$ cat src/design/sfdc_pkg.sv
// ----------------------------------------------------------------------------
// sfdc_pkg
// Shared types and constants for the sensor frame deframer and checksum core.
// ----------------------------------------------------------------------------
package sfdc_pkg;

	// frame start marker and result field width
	localparam logic [7:0] START_MARK = 8'hFF;
	localparam int         CHANNEL_W  = 4;

	// input item payload
	typedef struct packed {
		logic [7:0] rx_byte;
	} in_item_t;

	// result item payload
	typedef struct packed {
		logic                 frame_ok;
		logic [CHANNEL_W-1:0] channel;
		logic [7:0]           value;
		logic                 last;
	} out_item_t;

	// controller to datapath commands
	typedef struct packed {
		logic clear_sum;
		logic store_en;
		logic load_data;
		logic load_reject;
		logic last;
	} cmd_t;

	// datapath to controller status
	typedef struct packed {
		logic is_start;
		logic sum_match;
		logic out_free;
	} status_t;

endpackage

$ cat src/design/sfdc_ctrl.sv
// ----------------------------------------------------------------------------
// sfdc_ctrl
// Frame controller: hunts for the start marker, counts data bytes, checks the
// checksum byte and sequences the result burst.
// ----------------------------------------------------------------------------
module sfdc_ctrl #(
	parameter int NUM_CHANNELS = 10,
	parameter int IDX_W        = 4
) (
	input  logic               clk,
	input  logic               arst_n,
	input  logic               in_valid,
	output logic               in_ready,
	input  sfdc_pkg::status_t  st,
	output sfdc_pkg::cmd_t     cmd,
	output logic [IDX_W-1:0]   idx
);
	import sfdc_pkg::*;

	localparam logic [2:0] ST_HUNT   = 3'd0;
	localparam logic [2:0] ST_DATA   = 3'd1;
	localparam logic [2:0] ST_CHECK  = 3'd2;
	localparam logic [2:0] ST_EMIT   = 3'd3;
	localparam logic [2:0] ST_REJECT = 3'd4;

	localparam logic [IDX_W-1:0] LAST_IDX = IDX_W'(NUM_CHANNELS - 1);

	logic [2:0]       state_q, state_d;
	logic [IDX_W-1:0] cnt_q, cnt_d;
	logic             accept;

	// input is held off while results are being produced
	assign in_ready = (state_q != ST_EMIT) && (state_q != ST_REJECT);
	assign accept   = in_valid && in_ready;
	assign idx      = cnt_q;

	// next state and commands
	always_comb begin
		state_d = state_q;
		cnt_d   = cnt_q;
		cmd     = '0;
		unique case (state_q)
			ST_HUNT, ST_DATA, ST_CHECK: begin
				if (accept) begin
					priority if (st.is_start) begin
						state_d       = ST_DATA;
						cnt_d         = '0;
						cmd.clear_sum = 1'b1;
					end else if (state_q == ST_DATA) begin
						cmd.store_en = 1'b1;
						if (cnt_q == LAST_IDX) begin
							state_d = ST_CHECK;
							cnt_d   = '0;
						end else begin
							cnt_d = cnt_q + 1'b1;
						end
					end else if (state_q == ST_CHECK) begin
						cnt_d   = '0;
						state_d = st.sum_match ? ST_EMIT : ST_REJECT;
					end else begin
						state_d = ST_HUNT;
					end
				end
			end
			ST_EMIT: begin
				if (st.out_free) begin
					cmd.load_data = 1'b1;
					cmd.last      = (cnt_q == LAST_IDX);
					if (cnt_q == LAST_IDX) begin
						state_d = ST_HUNT;
						cnt_d   = '0;
					end else begin
						cnt_d = cnt_q + 1'b1;
					end
				end
			end
			ST_REJECT: begin
				if (st.out_free) begin
					cmd.load_reject = 1'b1;
					state_d         = ST_HUNT;
				end
			end
			default: begin
				state_d = ST_HUNT;
				cnt_d   = '0;
			end
		endcase
	end

	// state registers
	always_ff @(posedge clk or negedge arst_n) begin
		if (!arst_n) begin
			state_q <= ST_HUNT;
			cnt_q   <= '0;
		end else begin
			state_q <= state_d;
			cnt_q   <= cnt_d;
		end
	end

endmodule

$ cat config.mk
export PLATFORM = sky130hd
export DESIGN_NAME = sfdc_ctrl
export DESIGN_NICKNAME = d
export VERILOG_FILES = /design/src/design/sfdc_pkg.sv /design/src/design/sfdc_ctrl.sv
export SDC_FILE = /design/constraint.sdc
export NUM_CORES = 1
export LEC_CHECK = 0
export BUFFER_PORTS_ARGS = -buffer_cell sky130_fd_sc_hd__buf_2
export CAP_MARGIN = 20
export CORE_AREA = 4 4 41 43
export CTS_CLUSTER_DIAMETER = 200
export DETAILED_ROUTE_END_ITERATION = 7
export DIE_AREA = 0 0 45 47
export PLACE_DENSITY = 0.71
export SETUP_SLACK_MARGIN = 0.5
export SLEW_MARGIN = 15
export SYNTH_ARGS = -nofsm -noshare
export SYNTH_HDL_FRONTEND = slang
export SYNTH_SLANG_ARGS = --single-unit
$ cat constraint.sdc
create_clock -name clk -period 1.9 [get_ports clk]
set_input_delay 0.285 -clock clk [delete_from_list [all_inputs] [get_ports clk]]
set_output_delay 0.285 -clock clk [all_outputs]
set_load 0.02 [all_outputs]
# Word-level counts from Yosys, hierarchy flattened
# Index checks and enable logic that the tools add are counted.
totals:
  regBits: 7
  romBits: 0
  latch_bits: 0
  memories: 0
  elab_cells: 50
  output_inout_bits: 10
  ram_bits: 0
classes:
  n_lt_le_gt_ge: 0
  n_eq_ne: 13
  mul: 0
  add_sub_neg: 1
  mux: 27
  shifts: 0
  n_reduce_logical: 6
  div: 0
  bitwise_logic: 1
ops:
  columns: ["operator", "n"]
  rows:
  - ["$mux W3", 9]
  - ["$mux W4", 6]
  - ["$pmux W4 S3", 1]
  - ["$pmux W3 S3", 1]
  - ["$mux W1", 8]
  - ["$ne A2 B2 Y1 const B", 4]
  - ["$ne A4 B4 Y1 const B", 2]
  - ["$eq A3 B2 Y1 const B", 2]
  - ["$reduce_and A5 Y1", 1]
  - ["$add A4 B1 Y4 const B", 1]
  - ["$eq A4 B4 Y1 const B", 1]
  - ["$mux W2", 2]
  - ["$reduce_and A4 Y1", 1]
  - ["$eq A3 B1 Y1 const B", 1]
  - ["$eq A3 B3 Y1 const B", 1]
  - ["$logic_not A3 Y1", 1]
  - ["$ne A3 B2 Y1 const B", 1]
  - ["$ne A3 B3 Y1 const B", 1]
  - ["$reduce_or A3 Y1", 1]
  - ["$logic_and A1 B1 Y1", 2]
  - ["$not A1 Y1", 1]

# Depth between registers and ports, before layout
depth:
  word_depth: 6
  ltp_mapped: 6

# Least setup slack after synthesis
# OpenSTA, ideal clock, no wires.
synth_path:
  path_kind: "flip-flop to flip-flop"
  startpoint: "register cnt_q[0] (netlist: idx[0])"
  endpoint: "register state_q[0]"
  n_path_buf: 0
  arrival_time_ps: 1622
  path_slack_ps: 153
  synth_period_minus_slack_ps: 1747
  stages_incl_launch_ff: 6
  path_cell_list: "dfrtp_1 > ha_1 > nand2_1 > o2111ai_1 > o211a_4 > mux2_4"
synth_between:
  elab_chain_len: 3
synth_rtl:
  columns: ["element", "line_no", "text"]
  rows:
  - ["from (decl)", "sfdc_ctrl.sv:29", "logic [IDX_W-1:0] cnt_q, cnt_d;"]
  - ["from (signal assigned)", "sfdc_ctrl.sv:97", "cnt_q <= cnt_d;"]
  - ["$eq A4 B4 Y1 *", "sfdc_ctrl.sv:51, sfdc_ctrl.sv:69", null]
  - ["$ne A4 B4 Y1 (no line) or $ne A2 B2 Y1 (tied branches)", null, null]
  - ["$reduce_and A5 Y1 (no line) *", null, null]
  - ["to (signal assigned)", "sfdc_ctrl.sv:96", "state_q <= state_d;"]
  - ["to (decl)", "sfdc_ctrl.sv:28", "logic [2:0] state_q, state_d;"]
# Mark *: on every way between the ends. The rest lies on a longest branch, timed or not.
# A chain may end at the register's enable or synchronous reset.

# Final worst setup path
layout_path:
  startpoint: "register state_q[1]"
  endpoint: "register state_q[2]"
layout_between:
  elab_chain_len: 6
layout_rtl:
  columns: ["element", "line_no", "text"]
  rows:
  - ["$eq A3 B2 Y1", "sfdc_ctrl.sv:42, sfdc_ctrl.sv:57", null]
  - ["$mux W3", "sfdc_ctrl.sv:57", "end else if (state_q == ST_CHECK) begin"]
  - ["$mux W3", "sfdc_ctrl.sv:49", "end else if (state_q == ST_DATA) begin"]
  - ["$mux W3", "sfdc_ctrl.sv:45", "priority if (st.is_start) begin"]
  - ["$mux W3", "sfdc_ctrl.sv:44", "if (accept) begin"]
  - ["$pmux W3 S3", "sfdc_ctrl.sv:42", "unique case (state_q)"]
# Several ways; a longest one is shown, not always the timed one. The select of a mux whose other input is x is not followed.

==> impl_metrics.yaml <==
run_status:
  status: "finished clean"
power_and_ir_drop:
  clkPwrFrac_pct: 10.7
  ir_drop_uv: 777
  powerDensity_nw_per_um2: 1300
  p_sw_w: 0.000532
  intPower_w: 0.000776
  p_leak_nw: 0.472
  netSwitchingFraction_pct: 40.7
  power.share.sequential_pct: 19.2
  combPwrFrac_pct: 70.1
sta:
  tns_ps: 0
  hold_viol: 0
  finalSetupViolCount: 0
  finalCriticalPeriod_ps: 1650
  tightest_slew_ps: 313
  fin_crit_sh_pct: 86.7
  rsz0062_at_grt: "true"
  fmax_mhz: 607
  clock_skew_ps: 4.53
  slew_viol_final: 0
  max_slew_margin_pct: 79.1
  hold_ws_ps: 388
global_routing:
  grt_usage_pct: 17.5
  grt_pass1_wl_mm: 2.60
  antenna_found_initial: 0
  grt.overflow.total: 0
  grt_max_degree: 8
  grt_pass1_vias: 565
worst_setup_path:
  critPathKind: "register to register"
  critical_path.endpoint_type: "register"
  cp.arrival_ps: 1780
  worst_ep_required_time_ps: 2040
  startpoint_type: "register"
  crit_path_max_fanout: 5
job:
  drv_cap: 0
logic_synthesis:
  netlist_instances: 55
  synth_top_area_share_pct: 32.8
  ys_seq_area_share_pct: 32.8
  synth_cell_types: 27
  netlist_area_sq_um: 534
  synthTopCellsByArea: "dfrtp_1 (33%), mux2_4 (8.4%), ha_1 (4.7%)"
  syn_avg_cell_area_sq_um: 9.71
  yosys_register_bits: 7
  mappedNetlistNets: 63
  yosys.area.top_type: "dfrtp_1"
  ys_warn_count: 0
floorplanning:
  fp-row-count: 13
  ios: 16
  core_sq_um: 1300
  die_w_um: 45
  start_util_pct: 41.1
  die_area_sq_um: 2120
  die_y_um: 47
place:
  gp_congestion: 0.772
  dp_cells: 85
  numPortBuffers: 15
  dpl.hpwl_um: 937
finish:
  final_nets: 102
  final_cell_mix: "buf_4 (16), buf_2 (9), buf_6 (9)"
  final_common_cell: "buf_4"
  stdcell_count: 108
  insertedDiodeCount: 0
  drive_gt1_share_pct: 75.3
  syn_to_final_growth_pct: 87.8
routing:
  wl_met3_um: 98
  vias_per_cell: 5.56
  vias: 600
  dr.max_layer_used: "met4"
  dr.pass1.iters: 4
  first_iter_violations: 6
  routed_wirelength_mm: 1.90
  ant_nets: 0
  drc: 0
  met2_length_mm: 1.02
  wl_per_cell_um: 17.6
  wl_met1_um: 755
worst_hold_path:
  hp-class: "input pin to asynchronous set/reset pin"
clocking:
  cts_inserted_buffers: 3
  cts_tree: "yes"
  clockBufferDepth: 2
  worstSkewPairLatency_ps: 260
  root_buffer: "clkbuf_4"
  cts.sinks: 7
  htreeDepth: 1
  cts.clk_slew.worst_paths_ps: 60
-- cells in the mapped netlist --
library cell  number
dfrtp_1            7
nand2_1            5
inv_1              4
nor2_1             4
nor3_1             4
mux2_4             3
a21oi_1            2
and2b_2            2
and3_1             2
ha_1               2
mux2_2             2
nand3_1            2
o2111ai_1          2
and2_4             1
and3_2             1
buf_4              1
mux2i_1            1
nand2b_2           1
nor3b_1            1
nor4b_1            1
o2111a_1           1
o211a_4            1
o21ai_0            1
o2bb2ai_1          1
o32ai_1            1
or3_4              1
or3b_2             1
-- logic make-up (layout without fill, tap and decap cells) --
family / Yosys count / in the layout / share of synthesized area, %
DFF: 7 / 7 / 32.8
and+or+nand+nor: 26 / 26 / 29.0
buffers and inverters: 5 / 43 / 4.22
adders and majority gates: 2 / 2 / 4.68
muxes: 6 / 6 / 14.5
AOI/OAI and AO/OA: 9 / 9 / 14.8
-- power groups by stage --
| stage | clock [W] | combinational, W | sequential (W) |
|---|---|---|---|
| 2_1_floorplan | 0 | 0.000387 | 0.000281 |
| 3_3_place_gp | 0 | 0.000500 | 0.000276 |
| 3_5_place_dp | 0 | 0.000505 | 0.000283 |
| 4_1_cts | 0.000144 | 0.000761 | 0.000256 |
| 5_1_grt | 0.000152 | 0.000971 | 0.000256 |
| 6_report | 0.000140 | 0.000917 | 0.000251 |
-- area by class of cell --
type                            instances  area (sq um)
Fill cell                              76           298
Inverter                                4          15.0
Clock buffer                            3          22.5
Sequential cell                         7           181
Clock inverter                          1          5.00
Tap cell                               15          18.8
Multi-Input combinational cell         43           484
Timing Repair Buffer                   35           277
-- metal layers --
layer,GRT usage (%),vias up
met1,20.3,294
met3,5.75,4
met5,0,-
met4,1.75,0
li1,-,277
met2,32.5,25
-- worst max-delay path, cell delays in order, from the launching register on --
cell and delay (ps):
dfrtp_2 420, and2_4 190, or3_4 430, o211a_4 180, mux2_4 300
-- path summary, 6_finish.rpt --
path | slack, ps | endpoint | startpoint | cells after the start
worst max-delay path | 250 | state_q[2] | state_q[1] | 4
worst min-delay path | 390 | idx[1] | arst_n | 2
worst max register to register | 250 | state_q[2] | state_q[1] | 4
worst min register to register | 570 | idx[1] | idx[1] | 1
max in group asynchronous | 1340 | state_q[1] | arst_n | 2
min in group clk | 480 | state_q[2] | st[1] | 3
-- repair_timing --
item,CTS,global route
pin swaps,8,7
hold endpoints to repair,7,0
resized for setup,25,9
buffers inserted,11,7
setup endpoints to repair,13,13
hold buffers,1,0
-- state kept, by name, indices dropped and copies added, names as in the netlist --
name     cells
idx          4
state_q      3
-- per-stage QoR --
step	setup slack [ps]	total power (W)	util (%)	area, sq um
floorplan	301	0.000668	-	601
global placement	280	0.000776	53.4	694
detailed placement	275	0.000788	53.4	694
CTS	290	0.00116	69.1	900
global route	195	0.00138	77.1	1000
finish	252	0.00131	77.1	1000
No activity file was read; power rests on OpenSTA's default activity.
