File: config.mk
export PLATFORM = sky130hd
export DESIGN_NAME = sfdc_datapath
export DESIGN_NICKNAME = d
export VERILOG_FILES = /design/src/design/sfdc_pkg.sv /design/src/design/sfdc_datapath.sv
export SDC_FILE = /design/constraint.sdc
export NUM_CORES = 1
export LEC_CHECK = 0
export ABC_CLOCK_PERIOD_IN_PS = 5100
export BUFFER_PORTS_ARGS = -buffer_cell sky130_fd_sc_hd__buf_2
export CAP_MARGIN = 10
export CORE_ASPECT_RATIO = 0.8
export CORE_MARGIN = 1.5
export CORE_UTILIZATION = 60
export CTS_CLUSTER_DIAMETER = 60
export DETAILED_ROUTE_END_ITERATION = 8
export PLACE_DENSITY = 0.8
export SLEW_MARGIN = 20
export SYNTH_ARGS = -nofsm -noshare
export SYNTH_HDL_FRONTEND = slang
export SYNTH_SLANG_ARGS = --single-unit
File: constraint.sdc
create_clock -name clk -period 5.1 [get_ports clk]
set_input_delay 1.02 -clock clk [delete_from_list [all_inputs] [get_ports clk]]
set_output_delay 1.02 -clock clk [all_outputs]
set_load 0.03 [all_outputs]
File: src/design/sfdc_pkg.sv
// ----------------------------------------------------------------------------
// sfdc_pkg
// Shared types and constants for the sensor frame deframer and checksum core.
// ----------------------------------------------------------------------------
package sfdc_pkg;

	// frame start marker and result field width
	localparam logic [7:0] START_MARK = 8'hFF;
	localparam int         CHANNEL_W  = 4;

	// input item payload
	typedef struct packed {
		logic [7:0] rx_byte;
	} in_item_t;

	// result item payload
	typedef struct packed {
		logic                 frame_ok;
		logic [CHANNEL_W-1:0] channel;
		logic [7:0]           value;
		logic                 last;
	} out_item_t;

	// controller to datapath commands
	typedef struct packed {
		logic clear_sum;
		logic store_en;
		logic load_data;
		logic load_reject;
		logic last;
	} cmd_t;

	// datapath to controller status
	typedef struct packed {
		logic is_start;
		logic sum_match;
		logic out_free;
	} status_t;

endpackage

File: src/design/sfdc_datapath.sv
// ----------------------------------------------------------------------------
// sfdc_datapath
// Frame byte store, running checksum, checksum compare and result register.
// ----------------------------------------------------------------------------
module sfdc_datapath #(
	parameter int NUM_CHANNELS = 10,
	parameter int IDX_W        = 4
) (
	input  logic                clk,
	input  logic                arst_n,
	input  logic [7:0]          rx_byte,
	input  sfdc_pkg::cmd_t      cmd,
	input  logic [IDX_W-1:0]    idx,
	output sfdc_pkg::status_t   st,
	output logic                out_valid,
	input  logic                out_ready,
	output sfdc_pkg::out_item_t out_data
);
	import sfdc_pkg::*;

	logic [7:0] store_q [NUM_CHANNELS];
	logic [7:0] sum_q;
	logic [7:0] expect_sum;
	logic       out_valid_q;
	out_item_t  out_data_q;

	// a sum equal to the start marker is checked as zero
	assign expect_sum = (sum_q == START_MARK) ? 8'h00 : sum_q;

	assign st.is_start  = (rx_byte == START_MARK);
	assign st.sum_match = (rx_byte == expect_sum);
	assign st.out_free  = !out_valid_q || out_ready;

	assign out_valid = out_valid_q;
	assign out_data  = out_data_q;

	// running checksum
	always_ff @(posedge clk or negedge arst_n) begin
		if (!arst_n) begin
			sum_q <= '0;
		end else if (cmd.clear_sum) begin
			sum_q <= '0;
		end else if (cmd.store_en) begin
			sum_q <= sum_q + rx_byte;
		end
	end

	// frame byte store
	always_ff @(posedge clk) begin
		if (cmd.store_en) begin
			store_q[idx] <= rx_byte;
		end
	end

	// result register valid
	always_ff @(posedge clk or negedge arst_n) begin
		if (!arst_n) begin
			out_valid_q <= 1'b0;
		end else if (cmd.load_data || cmd.load_reject) begin
			out_valid_q <= 1'b1;
		end else if (out_ready) begin
			out_valid_q <= 1'b0;
		end
	end

	// result register payload
	always_ff @(posedge clk) begin
		if (cmd.load_data) begin
			out_data_q.frame_ok <= 1'b1;
			out_data_q.channel  <= CHANNEL_W'(idx);
			out_data_q.value    <= store_q[idx];
			out_data_q.last     <= cmd.last;
		end else if (cmd.load_reject) begin
			out_data_q.frame_ok <= 1'b0;
			out_data_q.channel  <= '0;
			out_data_q.value    <= '0;
			out_data_q.last     <= 1'b1;
		end
	end

endmodule

# Word level (Yosys, flattened, before mapping)
# Memory sizes are Yosys's and may differ from the RTL's.
# Cells that the tools add are included.
[totals] output_inout_bits=18 memories=1 ramBits=80 reg_bits=23
[op_classes] reduce_logical=6 n_mux=9 n_eq_ne=3 addsub=1
[memory_table] memory="store_q" depth=10 word_bits=8 read_ports=1 rd_ports_with_merged_regs=0 write_ports=1 line="sfdc_datapath.sv:21" text="logic [7:0] store_q [NUM_CHANNELS];"
[op_table] op="$mux 13" count=2
[op_table] op="$mux 8" count=3
[op_table] op="$eq 8x8->1 const B" count=2
[op_table] op="$add 8x8->8" count=1
[op_table] op="$eq 8x8->1" count=1
[op_table] op="$reduce_bool 2->1" count=3
[op_table] op="$mux 1" count=4
[op_table] op="$logic_or 1x1->1" count=2
[op_table] op="$logic_not 1->1" count=1

# Longest topological paths before layout
# Gate-level depths: netlist of the first run.
[logic_depth] ltp_word=3 depth_mapped=7 mapped_depth_nobuf=7

# Least setup slack after synthesis of the first run
# No wires, ideal clock.
[synth_timing] path_kind="input port to output port" startpoint="in rx_byte[3]" endpoint="out st[1] (netlist bit)" stages=5 required_time_ns=4.080 arrival_time_ns=2.947 setup_slack_ns=1.133 cell_sequence="xnor2_1 > nand3_1 > o21ai_0 > a22oi_1 > a2111oi_0"
[synth_rtl] element="start, declared" line="sfdc_datapath.sv:11" text="input logic [7:0] rx_byte,"
[synth_rtl] element="end, declared" line="sfdc_datapath.sv:14" text="output sfdc_pkg::status_t st,"

==> results of run 1 <==
[sequential cells by signal, summed over array words and instances (netlist names)]
name / cells
sum_q: 8
out_data: 14
out_valid: 1
store_q: 80
[routing by layer]
layer / track usage [%] / vias to the layer above / wire length, µm / part of all wire, %
met5: 0 / - / 0 / 0
met4: 8.73 / 0 / 168 / 2.0
met3: 5.25 / 15 / 508 / 6.1
met2: 35.3 / 94 / 3960 / 48
met1: 31.9 / 1228 / 3660 / 44
li1: - / 1163 / - / -
[area by class of cell]
type,instances,area (µm²)
tap,105,131
fill,495,2380
clock buffer,9,124
sequential,103,3040
inverter,1,3.75
multi-input combinational,157,1440
timing repair buffer,38,193
clock inverter,7,80.1
[how the worst max path moves through the flow]
stage | to | slack [ns] | cells after the start
2_1_floorplan | st[1] | 1.13 | 5
3_3_place_gp | st[1] | 1.79 | 5
3_5_place_dp | st[1] | 1.79 | 7
4_1_cts | st[1] | 1.78 | 7
5_1_grt | st[1] | 1.63 | 7
6_report | st[1] | 1.77 | 7
[cells in the mapped netlist (6+ instances only)]
library cell,instances,area [µm²]
clkbuf_1,9,33.8
mux4_1,11,289
mux2_2,8,90.1
dfrtp_1,9,225
nor2_1,17,63.8
xnor2_1,9,78.8
ha_1,7,87.6
o21ai_0,6,30.0
edfxtp_1,93,2790
mux2i_1,13,130
o211a_1,8,80.1
nand2_1,13,48.8
nor3_1,6,30.0
[placed cells by master (no fill, tap or decap), types with 8 or more instances in the layout]
cell type	count
clkbuf_8	9
o211a_1	8
buf_2	37
xnor2_1	9
nor2_1	17
mux4_1	11
edfxtp_1	93
dfrtp_1	9
mux2i_1	13
nand2_1	13
mux2_2	8
[critical path, cell delays in order]
cell and delay [ns]:
buf_2 0.24, xnor2_1 0.17, nand3_1 0.09, o21ai_0 0.09, a22oi_1 0.10, a2111oi_0 0.33
buf_2 0.27
[kinds of logic (layout without fill, tap and decap cells)]
kind of cell / Yosys count / after routing / share of synthesized area (%)
compound gates: 33 / 33 / 5.41
simple gates: 70 / 70 / 8.24
buf+inv: 14 / 55 / 1.90
fa+ha+maj: 8 / 8 / 2.36
mux: 37 / 37 / 13.7
flops: 103 / 103 / 66.7
xor+xnor: 9 / 9 / 1.73
[where the power goes]
part           switching, mW  internal (mW)
combinational          0.117         0.0806
clock                  0.277          0.233
sequential            0.0197          0.953
total                  0.414           1.27
[through the flow]
| stage | setup WS [ns] | cells | hold slack (ns) | instance area (µm²) |
|---|---|---|---|---|
| after floorplan | 1.13 | 274 | 0.528 | 4550 |
| after CTS | 1.78 | 420 | 0.467 | 5010 |
| final | 1.77 | 420 | 0.464 | 5010 |
| after detailed placement | 1.79 | 404 | 0.444 | 4810 |
| after global routing | 1.63 | 420 | 0.480 | 5010 |
| after global placement | 1.79 | 404 | 0.427 | 4810 |
==> impl_results.md, run 1 <==
* Status: complete, no violations
* Rows at 28
* Slew margin rel. at 35.3%
* TritonCTS Sinks at 103
* R2R setup slack at around 2.9 ns
* Post-CTS Resized at 0
* Via count at 2500
* Final cycle utilization of the critical path at 65.2%
* Hold_sp: out_data[13]
* Data arrival time of the critical path at 2.31 ns
* Pwr Density at 335 mW/mm²
* Routed vias/inst at just under 6
* Worst vdd ir at roughly 220 µV
* CTS tree: built
* Slew @ Worst Pin at 0.968 ns
* I/O Pins at 38
* Clk_lat worst skew at 0.37 ns
* Reg-to-reg startpoint: sum_q[0]
* Critical Path End Type: output port
* Setup TNS at 0 ns
* Largest net degree at the start of global routing at 32
* Skew final at around 0.0058 ns
* Post-CTS Repair Setup Buffers at 0
* Main synth FF type: edfxtp_1
* PortBufs at 37
* Reg2reg end: sum_q[6]
* Final count of pins violating max slew at 0
* Hold EP: out_data[13]
* Vias in the first global route at 2391
* Hold Path Class: register to register
* Clock period minus worst slack at 3.33 ns
* Pleak at between 1.5 and 2 nW
* Chip width at 100 µm
* Total power draw at between 1.5 and 2 mW
* Die area at between 0.008 and 0.009 mm²
* Ys async rst share at 8.74%
* Share of cells above drive strength 1 at 22.9%
* H-tree Lvls at 3
* Unrepaired setup endpoints after global routing: false
* Post-route ant nets at 0
* DRC violations left at 0
* Pre-Repair DR Iteration Count at 4
* Number of synthesized flops with an enable pin at 93
* Final wirelength at a little over 8 mm
* Sequential share of the synthesized area at 66.7%
* Die H at 80.9 µm
* Final #Nets at 338
* Synth Cell Area at 0.00455 mm²
* First-pass GRT wire length at 13.0 mm
* CTS max path bufs at 2
* Reg2reg path depth at 7
* Initial Util at between 60% and 70%
* Drt wl/cell at 19.7 µm
* Fmax at 301 MHz
* Post-DP HPWL at roughly 5.4 mm
* GR Util All Layers at 22.7%
* Cts bufs inserted at 9
* Syn Area/Cell at 16.6 µm²
* CTS root buffer: clkbuf_8
* Final hold vios at 0
* CP Launch Point: rx_byte[3]
* Clk slew on worst S/H paths at 0.10 ns
* DRC violation total after the first TritonRoute iteration at 240
* Hold Crit Depth at 1
* Gpl congestion at 0.845
* Syn_nets at roughly 300
* Synth warnings at 0
* Initial antenna violation count at 0
* Core region area at 0.00739 mm²
* Area growth from synthesis to layout at 10.0%
* Mapped Cells at between 200 and 300
* Crit-path max FO at 15
* # diodes at 0
* Synth Register Bits at 103
* Post-synth cell types at 42
* Crit Path Category: input pin to output port
* Startpoint types: input pin
* Post-route core utilization at 67.8%
* GRT overflow at 0
* Hold_buf cts at 0
* CP required at 4.08 ns
* Max-cap violation count at 0
* Setup violators final at 0
(Power assumes the default switching activity.)
==> run 2, diff against run 1 <==
--- a/config.mk
+++ b/config.mk
@@ -5,15 +5,15 @@
 export SDC_FILE = /design/constraint.sdc
 export NUM_CORES = 1
 export LEC_CHECK = 0
-export ABC_CLOCK_PERIOD_IN_PS = 5100
+export ABC_CLOCK_PERIOD_IN_PS = 3040
 export BUFFER_PORTS_ARGS = -buffer_cell sky130_fd_sc_hd__buf_2
 export CAP_MARGIN = 10
 export CORE_ASPECT_RATIO = 0.8
 export CORE_MARGIN = 1.5
-export CORE_UTILIZATION = 60
+export CORE_UTILIZATION = 53
 export CTS_CLUSTER_DIAMETER = 60
 export DETAILED_ROUTE_END_ITERATION = 8
-export PLACE_DENSITY = 0.8
+export PLACE_DENSITY = 0.75
 export SLEW_MARGIN = 20
 export SYNTH_ARGS = -nofsm -noshare
 export SYNTH_HDL_FRONTEND = slang
==> constraint.sdc (replaced) <==
create_clock -name clk -period 3.04 [get_ports clk]
set_input_delay 0.608 -clock clk [delete_from_list [all_inputs] [get_ports clk]]
set_output_delay 0.608 -clock clk [all_outputs]
set_load 0.03 [all_outputs]
==> run 2 against run 1 <==
Largest power group unchanged. Sequential cell count did not move. Worst setup slack got worse by 1.5 ns. Power rose by 63%. Wire length rose by 3.8%. Core utilization fell by 7.5 points.
==> impl_results.md, run 2 (synthesis results as in run 1) <==
* Status: complete, no violations (unchanged)
* Final wirelength at 8.61 mm (was 8.29 mm)
* CP max-delay cell: dfrtp_1 (was a2111oi_0)
* H-tree Lvls at 3 (unchanged)
* Max-cap violation count at 0 (unchanged)
* Unrepaired setup endpoints after global routing: false (unchanged)
* Worst setup endpoint: st[1] (unchanged)
* Dpl cell area at 0.00488 mm² (was 0.00481 mm²)
* Die H at 85.9 µm (was 80.9 µm)
* Skew final at 0.00791 ns (was 0.00575 ns)
* Setup TNS at 0 ns (unchanged)
* Share of cells above drive strength 1 at 24.6% (was 22.9%)
* Cts bufs inserted at 9 (unchanged)
* Rows at 30 (was 28)
* Levels on crit path at 6 (was 7)
* Pre-Repair DR Iteration Count at 4 (unchanged)
* Reg-to-reg startpoint: sum_q[0] (unchanged)
* Routed vias/inst at 5.83 (was 5.95)
* Clock period minus worst slack at approximately 2.8 ns
* I/O Pins at 38 (unchanged)
* Via count at 2547 (was 2500)
* Post-route ant nets at 0 (unchanged)
* Data arrival time of the critical path at 2.16 ns (was 2.31 ns)
* Most frequent cells in the layout: 93 x edfxtp_1, 37 x buf_2, 17 x nor2_1 (unchanged)
* CTS tree: built (unchanged)
* CP required at 2.43 ns (was 4.08 ns)
* Final worst slack at 0.269 ns (was 1.77 ns)
* Final count of pins violating max slew at 0 (unchanged)
* Crit-path max FO at 6 (was 15)
* Initial antenna violation count at 0 (unchanged)
* Final #Nets at 348 (was 338)
* Final cycle utilization of the critical path at 91.2%
* Hold WS at 0.0822 ns (was 0.464 ns)
* Hold_buf cts at 0 (unchanged)
* Fmax at approximately 360 MHz
* Reg2reg end: sum_q[6] (unchanged)
* GR Util All Layers at 19.9% (was 22.7%)
* Critical path, cell by cell: nand4_1 > or2_0 > o21ai_0 > a22oi_1 > a2111oi_1 > buf_2 (was buf_2 > xnor2_1 > nand3_1 > o21ai_0 > a22oi_1 > a2111oi_0 > buf_2)
* Slew @ Worst Pin at 0.842 ns (was 0.968 ns)
* DRC violation total after the first TritonRoute iteration at 173 (was 240)
* Gpl congestion at 0.837 (was 0.845)
* Leading cell type in the layout, fill and taps excluded: edfxtp_1 (unchanged)
* Final hold vios at 0 (unchanged)
* Clk_lat worst skew at 0.36 ns (was 0.37 ns)
* Pwr Density at 541 mW/mm² (was 335 mW/mm²)
* Critical path's largest stage delay at 0.47 ns (was 0.33 ns)
* Post-CTS Repair Setup Buffers at 0 (unchanged)
* Largest net degree at the start of global routing at 32 (unchanged)
* CTS root buffer: clkbuf_8 (unchanged)
* Buf+Inv Stages, Crit Path at 1 (was 2)
* # diodes at 0 (unchanged)
* Post-CTS Resized at 0 (unchanged)
* Reg with most FFs: store_q (unchanged)
* Initial Util at 54.2% (was 61.6%)
* DRC violations left at 0 (unchanged)
* Chip width at 107 µm (was 100 µm)
* Drt wl/cell at 19.7 µm (about the same)
* CTS max path bufs at 2 (unchanged)
* Pleak at 1.91 nW (was 1.87 nW)
* CP Launch Point: sum_q[4] (was rx_byte[3])
* R2R setup slack at 0.85 ns (was 2.87 ns)
* Clk slew on worst S/H paths at 0.10 ns (about the same)
* Die area at 0.00916 mm² (was 0.00813 mm²)
* Pre-CTS WS at 0.388 ns (was 1.79 ns)
* Crit Path Category: register to output port (was input pin to output port)
* Core region area at 0.00841 mm² (was 0.00739 mm²)
* Startpoint types: register (was input pin)
* Cell area after layout at 0.00506 mm² (was 0.00501 mm²)
* Area growth from synthesis to layout at 11.2% (was 10.0%)
* Largest register FFs at 80 (unchanged)
* First-pass GRT wire length at 13.1 mm (was 13.0 mm)
* Post-DP HPWL at 5.79 mm (was 5.37 mm)
* Setup violators final at 0 (unchanged)
* Reg2reg path depth at 7 (unchanged)
* Vias in the first global route at 2370 (was 2391)
* CP top delay family: compound AO/OA/AOI/OAI gates (unchanged)
* Slew margin rel. at 43.9% (was 35.3%)
* Worst vdd ir at 249 µV (was 216 µV)
* GRT overflow at 0 (unchanged)
* TritonCTS Sinks at 103 (unchanged)
* Hold Path Class: input pin to async pin (was register to register)
* PortBufs at 37 (unchanged)
* Critical Path End Type: output port (unchanged)
[run 2: worst min-delay path by stage]
stage	endpoint	cells after the start	slack, ns	from
final	sum_q[7]	1	0.08	arst_n
after global routing	sum_q[6]	1	0.08	arst_n
after CTS	sum_q[6]	1	0.07	arst_n
after detailed placement	out_valid	1	0.47	arst_n
after global placement	out_data[13]	1	0.43	out_data[13]
after floorplan	out_valid	0	0.31	arst_n
[run 2: area by class of cell]
type	count	area, µm²
multi-input combinational	157	1440
tap	112	140
inverter	1	3.75
timing repair buffer	48	268
fill	648	3340
clock buffer	9	124
clock inverter	7	55.1
sequential	103	3040
[run 2: per-layer routing]
| layer | track usage, % | vias up | wire (µm) |
|---|---|---|---|
| met5 | 0 | - | 0 |
| met4 | 6.18 | 0 | 74 |
| met3 | 3.65 | 6 | 463 |
| met2 | 31.9 | 88 | 4200 |
| met1 | 28.1 | 1269 | 3870 |
| li1 | - | 1184 | - |
[run 2: through the flow]
step	power [mW]	instances	util (%)
floorplan	1.89	274	-
global placement	1.99	421	58.1
detailed placement	2.00	421	58.1
CTS	2.76	437	60.2
global route	2.84	437	60.2
finish	2.74	437	60.2
[run 2: power breakdown]
group	switching (mW)	internal, mW	leakage (nW)	total, mW
combinational	0.197	0.138	0.835	0.335
clock	0.467	0.305	0.0878	0.772
sequential	0.0341	1.60	0.984	1.63
==> run 3, diff against run 2 <==
--- a/config.mk
+++ b/config.mk
@@ -5,15 +5,16 @@
 export SDC_FILE = /design/constraint.sdc
 export NUM_CORES = 1
 export LEC_CHECK = 0
-export ABC_CLOCK_PERIOD_IN_PS = 3040
+export ABC_CLOCK_PERIOD_IN_PS = 2700
 export BUFFER_PORTS_ARGS = -buffer_cell sky130_fd_sc_hd__buf_2
-export CAP_MARGIN = 10
+export CELL_PAD_IN_SITES_DETAIL_PLACEMENT = 2
+export CELL_PAD_IN_SITES_GLOBAL_PLACEMENT = 2
 export CORE_ASPECT_RATIO = 0.8
 export CORE_MARGIN = 1.5
-export CORE_UTILIZATION = 53
+export CORE_UTILIZATION = 44
 export CTS_CLUSTER_DIAMETER = 60
 export DETAILED_ROUTE_END_ITERATION = 8
-export PLACE_DENSITY = 0.75
+export PLACE_DENSITY_LB_ADDON = 0.1
 export SLEW_MARGIN = 20
 export SYNTH_ARGS = -nofsm -noshare
 export SYNTH_HDL_FRONTEND = slang
==> constraint.sdc (replaced) <==
create_clock -name clk -period 2.7 [get_ports clk]
set_input_delay 0.54 -clock clk [delete_from_list [all_inputs] [get_ports clk]]
set_output_delay 0.54 -clock clk [all_outputs]
set_load 0.03 [all_outputs]
==> run 3 against run 2 <==
Sequential power rose by 13%. Power up 28%. Clock skew shrank 0.0028 ns. Worst setup slack lost 0.13 ns. Global-route usage increased by 3.8 points. Critical path depth unchanged. Sequential cell count did not move. Hold slack worse by 0.038 ns. Highest routed layer unchanged.
==> impl_results.md, run 3 (synthesis results as in run 1) <==
* Largest register FFs at 80 (unchanged)
* Hold Path Class: input pin to async pin (unchanged)
* Critical Path End Type: output port (unchanged)
* I/O Pins at 38 (unchanged)
* Final #Nets at 362 (was 348)
* Final hold vios at 0 (unchanged)
* Area growth from synthesis to layout at 16.8% (was 11.2%)
* Max-cap violation count at 0 (unchanged)
* H-tree Lvls at 3 (unchanged)
* DRC violations left at 0 (unchanged)
* Pre-Repair DR Iteration Count at 4 (unchanged)
* CTS max path bufs at 2 (unchanged)
* Status: complete, no violations (unchanged)
* CTS tree: built (unchanged)
* Rows at 33 (was 30)
* Crit Path Category: register to output port (unchanged)
* Gate power share at 12.4% (was 12.2%)
* Via count at 2698 (was 2547)
* Slew @ Worst Pin at 0.681 ns (was 0.842 ns)
* Skew final at 0.00506 ns (was 0.00791 ns)
* P_int at 2.62 mW (was 2.04 mW)
* DRC violation total after the first TritonRoute iteration at 142 (was 173)
* Pwr Density at 662 mW/mm² (was 541 mW/mm²)
* Startpoint types: register (unchanged)
* Reg power frac at 52.3% (was 59.6%)
* Critical path's largest stage delay at 0.42 ns (was 0.47 ns)
* Setup violators final at 0 (unchanged)
* Vias in the first global route at 2852 (was 2370)
* Initial antenna violation count at 0 (unchanged)
* GRT overflow at 0 (unchanged)
* Final wirelength at 11.8 mm (was 8.61 mm)
* Clock period minus worst slack at 2.56 ns
* Total power draw at 3.52 mW (was 2.74 mW)
* Net Switching at 903 µW (was 698 µW)
* Drt wl/cell at 24.7 µm (was 19.7 µm)
* CP required at 2.16 ns (was 2.43 ns)
* CP top delay family: compound AO/OA/AOI/OAI gates (unchanged)
* Initial Util at 44.8% (was 54.2%)
* Gpl congestion at 0.753 (was 0.837)
* Share of cells above drive strength 1 at 29.8% (was 24.6%)
* Sw Share at 25.6% (was 25.5%)
* TritonCTS Sinks at 103 (unchanged)
* Largest net degree at the start of global routing at 24 (was 32)
* Reg with most FFs: store_q (unchanged)
* PortBufs at 37 (unchanged)
* Clk_lat worst skew at 0.35 ns (was 0.36 ns)
* Buf+Inv Stages, Crit Path at 1 (unchanged)
* Slew margin rel. at 54.6% (was 43.9%)
* Final cycle utilization of the critical path at between 90 and 100%
* Die area at 0.0110 mm² (was 0.00916 mm²)
* Crit-path max FO at 6 (unchanged)
* Setup TNS at 0 ns (unchanged)
* Final count of pins violating max slew at 0 (unchanged)
* Reg2reg path depth at 7 (unchanged)
* Fmax at 391 MHz
* Pleak at 2.01 nW (was 1.91 nW)
* Pre-CTS WS at 0.141 ns (was 0.388 ns)
* Leading cell type in the layout, fill and taps excluded: edfxtp_1 (unchanged)
* First-pass GRT wire length at 17.9 mm (was 13.1 mm)
* Final worst slack at 0.140 ns (was 0.269 ns)
* Worst vdd ir at 353 µV (was 249 µV)
* Core region area at 0.0102 mm² (was 0.00841 mm²)
* Most frequent cells in the layout: 93 x edfxtp_1, 36 x buf_2, 26 x buf_4 (was 93 x edfxtp_1, 37 x buf_2, 17 x nor2_1)
* GR Util All Layers at 23.7% (was 19.9%)
* # diodes at 0 (unchanged)
* Reg-to-reg startpoint: sum_q[0] (unchanged)
* Die H at 94 µm (was 85.9 µm)
* Routed vias/inst at 5.63 (was 5.83)
* Clk slew on worst S/H paths at 0.07 ns (was 0.10 ns)
* Cts bufs inserted at 9 (unchanged)
* Data arrival time of the critical path at 2.02 ns (was 2.16 ns)
* Post-DP HPWL at 8.10 mm (was 5.79 mm)
* Critical path, cell by cell: nand4_1 > or2_4 > o21ai_0 > a22oi_1 > a2111oi_2 > buf_4 (was nand4_1 > or2_0 > o21ai_0 > a22oi_1 > a2111oi_1 > buf_2)
* Post-route ant nets at 0 (unchanged)
* CTS root buffer: clkbuf_16 (was clkbuf_8)
* Reg2reg end: sum_q[6] (unchanged)
* R2R setup slack at 0.33 ns (was 0.85 ns)
* Portion of total power attributed to the clock network at 35.3% (was 28.2%)
* CP max-delay cell: dfrtp_1 (unchanged)
* Chip width at 117 µm (was 107 µm)
[run 3: cell count changes in the layout (fill, tap and decap cells not counted), sizes merged]
cell,delta
buf,+14
clkinv,-2
clkinvlp,+2
[run 3: worst max-delay path by stage]
stage / from / end / slack, ns / cells after the start
finish: sum_q[5] / st[1] / 0.14 / 6
global route: sum_q[5] / st[1] / -0.02 / 6
CTS: sum_q[6] / st[1] / 0.02 / 6
detailed placement: rx_byte[1] / st[1] / 0.14 / 5
global placement: rx_byte[0] / sum_q[6] / 0.17 / 8
floorplan: sum_q[1] / st[1] / 0.06 / 5
[run 3: worst register-to-register path, delay by kind of cell, from the launching register on]
family                     cells  cell delay, ns
AOI/OAI and AO/OA              4            1.04
adders and majority gates      2            0.66
DFF                            1            0.44
and+or+nand+nor                1            0.10
[run 3: per-stage QoR]
step | instances | hold slack [ns] | cell area, µm² | util [%]
floorplan | 274 | 0.244 | 4560 | -
global placement | 458 | 0.423 | 4980 | 49.1
detailed placement | 458 | 0.431 | 4980 | 49.1
CTS | 474 | 0.0451 | 5270 | 51.9
global route | 479 | 0.0485 | 5320 | 52.4
finish | 479 | 0.0440 | 5320 | 52.4
[run 3: power groups by stage]
stage,logic [mW],clock network [mW],registers [mW]
floorplan,0.228,0,1.91
global placement,0.397,0,1.87
detailed placement,0.416,0,1.88
CTS,0.423,1.27,1.84
global route,0.474,1.33,1.85
finish,0.437,1.24,1.84
[run 3: final cells by class]
type                            instances  area, µm²
Inverter                                1       3.75
Tap cell                              140        175
Fill cell                             959       4840
Timing Repair Buffer                   62        375
Clock buffer                            9        225
Sequential cell                       103       3040
Multi-Input combinational cell        157       1440
Clock inverter                          7       56.3
[run 3: routing by layer]
layer	part of all wire [%]	up-vias	wire [µm]	global-route usage [%]
li1	-	1210	-	-
met2	49	58	5810	38.2
met1	46	1414	5440	31.9
met5	0	-	0	0
met4	1.9	0	231	8.03
met3	3.1	16	370	5.16
[run 3: what timing repair did]
action,4_1_cts,5_1_grt
pin swaps,0,2
hold buffers,0,0
endpoints found under the setup margin,1,1
resized for setup,2,7
buffers inserted,0,5
